--- config.mk ---
export PLATFORM = sky130hd
export DESIGN_NAME = ici_front_flat
export DESIGN_NICKNAME = d
export VERILOG_FILES = /design/src/rtl/ici_pkg.sv /design/src/rtl/ici_if.sv /design/src/rtl/ici_front.sv /design/src/flat_wrapper.sv
export SDC_FILE = /design/constraint.sdc
export NUM_CORES = 1
export LEC_CHECK = 0
export BUFFER_PORTS_ARGS = -buffer_cell sky130_fd_sc_hd__buf_2
export CORE_MARGIN = 2
export CORE_UTILIZATION = 30
export CTS_CLUSTER_SIZE = 20
export DETAILED_ROUTE_END_ITERATION = 7
export PLACE_DENSITY = 0.49
export RECOVER_POWER = 50
export SLEW_MARGIN = 20
export SYNTH_ARGS = -nofsm -noshare
export SYNTH_HDL_FRONTEND = slang
export SYNTH_SLANG_ARGS = --single-unit
--- constraint.sdc ---
create_clock -name clk -period 18.2 [get_ports clk]
set_input_delay 0.91 -clock clk [delete_from_list [all_inputs] [get_ports clk]]
set_output_delay 0.91 -clock clk [all_outputs]
set_load 0.03 [all_outputs]
--- src/rtl/ici_pkg.sv ---
// Shared types and constants for the irradiance cache interpolator.
`timescale 1ns / 1ps
`default_nettype none
package ici_pkg;

	typedef enum logic [1:0] {
		REQ_BEGIN  = 2'd0,
		REQ_CAND   = 2'd1,
		REQ_FINISH = 2'd2,
		REQ_NONE   = 2'd3
	} req_t;

	// one queued word: request kind plus the raw payload
	typedef struct packed {
		req_t             kind;
		logic [2:0][31:0] pos;
		logic [2:0][15:0] norm;
		logic [30:0]      radius;
		logic [2:0][31:0] irr;
	} item_t;

	// queue head as seen by the back end
	typedef struct packed {
		logic  valid;
		item_t item;
	} head_t;

	typedef enum logic [3:0] {
		ST_IDLE,
		ST_C1,
		ST_C2,
		ST_C3,
		ST_C4,
		ST_SQRT,
		ST_CHECK,
		ST_DIV,
		ST_WEIGHT,
		ST_PROD,
		ST_ACC,
		ST_FDIV,
		ST_EMIT
	} state_t;

	localparam logic signed [31:0] NDOT_MIN  = 32'sd2684355;   // 0.01 in Q2.28
	localparam logic signed [31:0] FRONT_MIN = -32'sd10737418; // -0.01 in Q.30
	localparam logic [16:0]        ONE_Q16   = 17'd65536;

endpackage
`default_nettype wire

--- src/rtl/ici_if.sv ---
// Handshake channels for request words and result words.
`timescale 1ns / 1ps
`default_nettype none
interface ici_req_if;
	logic               valid;
	logic               ready;
	logic [1:0]         req_type;
	logic signed [31:0] pos_x;
	logic signed [31:0] pos_y;
	logic signed [31:0] pos_z;
	logic signed [15:0] norm_x;
	logic signed [15:0] norm_y;
	logic signed [15:0] norm_z;
	logic [30:0]        radius;
	logic [31:0]        irr_in_r;
	logic [31:0]        irr_in_g;
	logic [31:0]        irr_in_b;

	modport source (output valid, req_type, pos_x, pos_y, pos_z, norm_x, norm_y, norm_z,
		radius, irr_in_r, irr_in_g, irr_in_b, input ready);
	modport sink (input valid, req_type, pos_x, pos_y, pos_z, norm_x, norm_y, norm_z,
		radius, irr_in_r, irr_in_g, irr_in_b, output ready);
endinterface

`default_nettype wire

--- src/rtl/ici_front.sv ---
// Front end: accepts request words, drops unknown codes, two-entry queue.
`timescale 1ns / 1ps
`default_nettype none
module ici_front (
	input  wire logic          clk,
	input  wire logic          arst_n,
	ici_req_if.sink            req_ch,
	input  wire logic          pop,
	output ici_pkg::head_t     head
);
	import ici_pkg::*;

	item_t       mem_q [2];
	logic        wr_q;
	logic        rd_q;
	logic [1:0]  cnt_q;
	logic        push;
	item_t       item;

	assign req_ch.ready = (cnt_q != 2'd2);
	assign push = req_ch.valid && req_ch.ready && (req_t'(req_ch.req_type) != REQ_NONE);

	always_comb begin
		item.kind   = req_t'(req_ch.req_type);
		item.pos    = {req_ch.pos_z, req_ch.pos_y, req_ch.pos_x};
		item.norm   = {req_ch.norm_z, req_ch.norm_y, req_ch.norm_x};
		item.radius = req_ch.radius;
		item.irr    = {req_ch.irr_in_b, req_ch.irr_in_g, req_ch.irr_in_r};
	end

	assign head.valid = (cnt_q != 2'd0);
	assign head.item  = mem_q[rd_q];

	always_ff @(posedge clk) begin
		if (push) begin
			mem_q[wr_q] <= item;
		end
	end

	always_ff @(posedge clk or negedge arst_n) begin
		if (!arst_n) begin
			wr_q  <= 1'b0;
			rd_q  <= 1'b0;
			cnt_q <= 2'd0;
		end else begin
			if (push) begin
				wr_q <= ~wr_q;
			end
			if (pop && head.valid) begin
				rd_q <= ~rd_q;
			end
			cnt_q <= cnt_q + 2'(push) - 2'(pop && head.valid);
		end
	end

endmodule
`default_nettype wire

--- src/flat_wrapper.sv ---
// flat-port wrapper written by rule: the top's interface ports become plain ports
module ici_front_flat import ici_pkg::*;
  (clk, arst_n, pop, head, req_ch_valid, req_ch_req_type, req_ch_pos_x, req_ch_pos_y, req_ch_pos_z, req_ch_norm_x, req_ch_norm_y, req_ch_norm_z, req_ch_radius, req_ch_irr_in_r, req_ch_irr_in_g, req_ch_irr_in_b, req_ch_ready);
  ici_req_if req_ch_i ();
  input  wire logic clk;
  input  wire logic arst_n;
  input  wire logic pop;
  output ici_pkg::head_t head;
  input wire logic [$bits(req_ch_i.valid)-1:0] req_ch_valid;
  input wire logic [$bits(req_ch_i.req_type)-1:0] req_ch_req_type;
  input wire logic [$bits(req_ch_i.pos_x)-1:0] req_ch_pos_x;
  input wire logic [$bits(req_ch_i.pos_y)-1:0] req_ch_pos_y;
  input wire logic [$bits(req_ch_i.pos_z)-1:0] req_ch_pos_z;
  input wire logic [$bits(req_ch_i.norm_x)-1:0] req_ch_norm_x;
  input wire logic [$bits(req_ch_i.norm_y)-1:0] req_ch_norm_y;
  input wire logic [$bits(req_ch_i.norm_z)-1:0] req_ch_norm_z;
  input wire logic [$bits(req_ch_i.radius)-1:0] req_ch_radius;
  input wire logic [$bits(req_ch_i.irr_in_r)-1:0] req_ch_irr_in_r;
  input wire logic [$bits(req_ch_i.irr_in_g)-1:0] req_ch_irr_in_g;
  input wire logic [$bits(req_ch_i.irr_in_b)-1:0] req_ch_irr_in_b;
  output wire logic [$bits(req_ch_i.ready)-1:0] req_ch_ready;
  assign req_ch_i.valid = req_ch_valid;
  assign req_ch_i.req_type = req_ch_req_type;
  assign req_ch_i.pos_x = req_ch_pos_x;
  assign req_ch_i.pos_y = req_ch_pos_y;
  assign req_ch_i.pos_z = req_ch_pos_z;
  assign req_ch_i.norm_x = req_ch_norm_x;
  assign req_ch_i.norm_y = req_ch_norm_y;
  assign req_ch_i.norm_z = req_ch_norm_z;
  assign req_ch_i.radius = req_ch_radius;
  assign req_ch_i.irr_in_r = req_ch_irr_in_r;
  assign req_ch_i.irr_in_g = req_ch_irr_in_g;
  assign req_ch_i.irr_in_b = req_ch_irr_in_b;
  assign req_ch_ready = req_ch_i.ready;
  ici_front u_core (.clk(clk), .arst_n(arst_n), .req_ch(req_ch_i), .pop(pop), .head(head));
endmodule
**After elaboration in Yosys (flattened, before gate mapping)**

Memories as Yosys holds them, arrays and structs flattened.
Index checks and enable logic that the tools add are counted.

- Logic and storage cells: 16
- Bits in read-only memories: 0
- Bits in registers: 4
- Latch bits: 0
- Memories: 1
- Output and inout port bits: 275
- RAM bits: 546

- Mux-type cells: 2
- Divide/modulo/power cells: 0
- $add $sub $neg: 2
- Reduce and logical (&&, ||, !) cells: 4
- Bitwise logic cells: 2
- Equal/unequal tests: 2
- Multiply operators: 0
- Shifts and indexed selects: 0
- $lt $le $gt $ge: 0

Memory list:

| name | words | width | read ports | clocked after Yosys merged registers in | write ports | line | RTL |
|---|---|---|---|---|---|---|---|
| u_core.mem_q | 2 | 273 | 1 | 0 | 1 | ici_front.sv:13 | `item_t mem_q [2];` |

Operator list:

| kind | count |
|---|---|
| $ne 2x2->1 const B | 2 |
| $logic_and 1x1->1 | 3 |
| $add 2x1->2 | 1 |
| $mux 1 | 2 |
| $not 1->1 | 2 |
| $reduce_bool 2->1 | 1 |
| $sub 2x1->2 | 1 |

**Longest topological paths before layout**

- Depth in word-level cells: 5
- Mapped depth: 5
- Depth with buffers taken out: 5

**Worst setup path before layout**

OpenSTA, ideal clock, no wires.

- Kind: input-to-reg
- Start: in req_ch_req_type[0]
- End: mem u_core.mem_q[0][0] (netlist bit) (enable)
- Arrival: 12.499 ns
- Library setup time: 0.914 ns
- Setup slack: 4.787 ns
- Stages on the path: 3
- Path buffers: 0
- Cell sequence: nand2_1 > nand3_1 > nor2_1

- Word-level cells in the longest chain between the ends: 4

RTL lines:

| element | line | RTL |
|---|---|---|
| start: declaration | flat_wrapper.sv:10 | `input wire logic [$bits(req_ch_i.req_type)-1:0] req_ch_req_type;` |
| $ne 2x2->1 | ici_front.sv:21 | `assign push = req_ch.valid && req_ch.ready && (req_t'(req_ch.req_type) != REQ_NONE);` |
| $logic_and 1x1->1 | ici_front.sv:21 |  |
| $mux 1 | ici_front.sv:35 | `if (push) begin` |
| $mux 1 (implied by the code) | ici_front.sv:36 | `mem_q[wr_q] <= item;` |
| end: declaration | ici_front.sv:13 |  |

No other way between the ends.

**Worst setup path in the final report**

- Start: reg u_core.cnt_q[1]
- End: mem u_core.mem_q[1][50] (netlist bit) (enable)

- Word-level cells in the longest chain between the ends: 5

RTL lines:

| element | line | RTL |
|---|---|---|
| start: declaration | ici_front.sv:16 | `logic [1:0] cnt_q;` |
| start signal: assignment | ici_front.sv:52 | `cnt_q <= cnt_q + 2'(push) - 2'(pop && head.valid);` |
| $ne 2x2->1 | ici_front.sv:20 | `assign req_ch.ready = (cnt_q != 2'd2);` |
| $logic_and 1x1->1 (2 in a row) | ici_front.sv:21 |  |
| $mux 1 | ici_front.sv:35 |  |
| $mux 1 (implied by the code) | ici_front.sv:36 |  |

No other way between the ends.

==> metrics.csv <==
stage,metric,value,unit
timing,transition at the pin with the smallest max-transition slack,3510,ps
finish,net count of the finished layout,1737,
die,die outline height,262,um
finish,layout cell share with drive strength beyond 1,0.515,
power_and_ir_drop,sequential power share,0.394,
run_status,outcome,finished with violations,
die,number of cell rows,94,
placed_design,pre-CTS WS,13670,ps
placed_design,number of buffers inserted by port buffering,551,
global_routing,grt ovf,0,
timing,final clock skew,10.1,ps
clocking,buffer depth of the longest clock path,3,
die,area of the core region,0.0659,mm^2
power_and_ir_drop,Power Density,172,mW/mm^2
job,number of maximum-capacitance violations,3,
logic_synthesis,sequential element share of the synthesized area,0.824,
timing,setup slack of the critical path after layout,12150,ps
route,vias per inst,4.29,
clocking,sinks on the clock net,550,
finish,count of fill cells added during filler insertion,6228,
critical_path,cell count of the worst reg-to-reg path,6,
power_and_ir_drop,clock share of power,0.274,
clocking,number of setup buffers added after CTS,0,
route,count of antenna-violating nets left after detailed routing,0,
finish,post-route core utilization,0.386,
timing,crit path time final,6050,ps
logic_synthesis,count of mapped cells out of synthesis,869,
route,vias after detailed routing,10200,
clocking,clock slew seen by the registers of the worst setup and hold paths,60,ps
critical_path,"Critical Path, Cell by Cell","nand2b_1, nand3_1, nor2_4, clkbuf_1, clkbuf_1, buf_16",
finish,sequential cell area in the final layout,0.0165,mm^2
timing,number of setup violations in the final report,0,
timing,relative slew slack,-1.34,
route,Avg WL per Cell,19.4,um
route,count of unresolved DRC violations after routing,0,
logic_synthesis,mean post-synth cell area,23.0,um^2
logic_synthesis,post-synth design cell area,0.0200,mm^2
finish,synthesis-to-finish area growth,27.1,%
critical_path,Crit Path Max Fanout,115,
die,DIE WIDTH,262,um
power_and_ir_drop,combinational fraction of design power,0.332,
die,initial standard-cell utilization of the core,0.304,
timing,Pins Over Slew Limit,144,
clocking,Clock H-tree levels,2,
global_routing,pin count of the biggest net entering global routing,169,
logic_synthesis,total of warnings raised by yosys,0,
global_routing,via count of the first global-routing pass,10900,
route,total detailed-routing wirelength,45900,um
logic_synthesis,"Distinct cells, synth",16,
min_path,min-delay worst type,in -> async,
power_and_ir_drop,worst IR drop on VDD,102,uV
timing,Max Fclk,165,MHz
clocking,post_cts resized,0,
finish,multi-input logic area,0.00319,mm^2
run_status,violations in the final reports,"capacitance limit, slew limit",
power_and_ir_drop,proportion of total power due to net switching,0.344,
power_and_ir_drop,Static Leakage,0.00898,uW
power_and_ir_drop,internal power contribution,2870,uW
finish,Final Non-Filler Cells,2372,
clocking,clock latency reported for the late side of the worst-skew pair,590,ps
timing,ratio of final minimum period to clock period,0.333,
critical_path,most frequent cell on the critical path,clkbuf_1,
critical_path,stage delay of the slowest cell on the critical path,2070,ps
timing,unrepaired setup endpoints after global routing,false,
global_routing,Overall Global Routing Usage,0.128,
timing,Hold Fails Final Rpt,0,
timing,Hold Slack,171,ps
clocking,number of buffers created by CTS,58,
logic_synthesis,number of synthesized register bits,550,
global_routing,number of antenna violations at the first check in global routing,8,
timing,setup_tns,0,ps
die,I/O pin total,552,
critical_path,startpoint kind of the worst setup timing path,register,
clocking,number of buffers inserted by hold repair at cts,0,
route,first-iteration detailed-routing DRC count,530,
clocking,TritonCTS clock tree,built,
die,die area,0.0688,mm^2
critical_path,path type of the worst setup path,reg -> reg,
route,number of optimization iterations in the first detailed-route pass,4,
placed_design,placed cells,2262,
global_routing,wire length of the first global-routing pass,67300,um
clocking,master cell of the clock root buffer,clkbuf_16,
critical_path,endpoint class of the critical path,register,
logic_synthesis,net count of the mapped netlist,1147,
power_and_ir_drop,Net Sw Power,1510,uW
critical_path,master of the slowest instance on the critical path,clkbuf_1,
critical_path,Critical Path AT,6270,ps
placed_design,final RePlAce weighted congestion,0.734,
critical_path,required time worst endpoint,18420,ps
placed_design,DPL Wire Length,30300,um
cell families (layout without fill, tap and decap cells):
logic type,after synthesis,count (layout),share of synthesized area
DFF,550,550,0.824
other,0,4,0
buffers and inverters,32,667,0.0169
and+or+nand+nor,8,8,0.00219
adders and majority gates,1,1,0.000625
muxes,273,273,0.154
xor gates and xnor gates,5,5,0.00219
metal layers:
metal	GRT usage	up-vias	routed length (um)
li1	-	4666	-
met1	0.146	5068	17800
met2	0.220	350	23200
met3	0.0480	81	3780
met4	0.0432	8	1080
met5	0	-	57
cell usage after synthesis:
library cell / count / area share
nand4b_1: 1 / 0.00044
mux2_2: 273 / 0.15
ha_1: 1 / 0.00063
nor2_1: 2 / 0.00038
nand3_1: 1 / 0.00025
xnor2_1: 2 / 0.00088
xor2_1: 3 / 0.0013
and2_1: 1 / 0.00031
nand2_1: 1 / 0.00019
or2_2: 1 / 0.00031
buf_6: 29 / 0.016
dfrtp_1: 4 / 0.0050
nand2b_1: 1 / 0.00031
buf_2: 1 / 0.00025
inv_1: 2 / 0.00038
edfxtp_1: 546 / 0.82
through the flow:
step / total power (uW) / area, um^2
floorplan: 2940 / 20000
global placement: 3230 / 23600
detailed placement: 3240 / 23600
CTS: 4460 / 25600
global route: 4580 / 25400
finish: 4380 / 25400
worst max-delay path, delay by kind of cell, from the launching register on:
family	cells	cell delay (ps)
buffers and inverters	3	4380
AND/OR/NAND/NOR	3	560
flip-flops	1	410
path summary, 6_finish.rpt:
check                                 from                    to  slack (ps)
setup / recovery           u_core.cnt_q[1]   u_core.mem_q[1][50]       12150
hold / removal                      arst_n           u_core.wr_q         170
setup reg to reg           u_core.cnt_q[1]   u_core.mem_q[1][50]       12150
hold reg to reg                u_core.wr_q           u_core.wr_q         560
max in group asynchronous           arst_n           u_core.rd_q       17770
min in group clk           req_ch_pos_x[2]  u_core.mem_q[0][177]         510
final cells by class:
type / instances / area share
diodes: 4 / 0.000394
clock buffers: 74 / 0.0620
clock inverters: 31 / 0.0148
inverters: 2 / 0.000295
multi-input cells: 287 / 0.125
flip-flops and latches: 550 / 0.649
well taps: 864 / 0.0425
repair buffers: 560 / 0.106
placed cells by master (no fill, tap or decap), types with 2 or more instances in the layout:
cell | netlist | layout
xor2_1 | 3 | 3
clkinv_2 | 0 | 5
clkbuf_1 | 0 | 155
clkinv_4 | 0 | 2
mux2_2 | 273 | 273
bufinv_16 | 0 | 9
clkinv_1 | 0 | 13
inv_1 | 2 | 2
buf_12 | 0 | 2
buf_4 | 0 | 3
edfxtp_1 | 546 | 546
xnor2_1 | 2 | 2
clkbuf_16 | 0 | 61
dfrtp_1 | 4 | 3
clkinvlp_4 | 0 | 2
nor2_4 | 0 | 2
diode_2 | 0 | 4
buf_2 | 1 | 412
power groups by stage:
stage / clock (uW) / sequential [uW] / combinational (uW)
final: 1200 / 1730 / 1450
after global routing: 1290 / 1750 / 1540
after CTS: 1240 / 1720 / 1490
after detailed placement: 0 / 1750 / 1480
after global placement: 0 / 1740 / 1490
after floorplan: 0 / 1830 / 1110
sequential cells by signal (all words and copies together), names as in the netlist:
register,flops
u_core.cnt_q,2
u_core.rd_q,1
u_core.wr_q,1
u_core.mem_q,546
No activity file was read; power rests on OpenSTA's default activity.
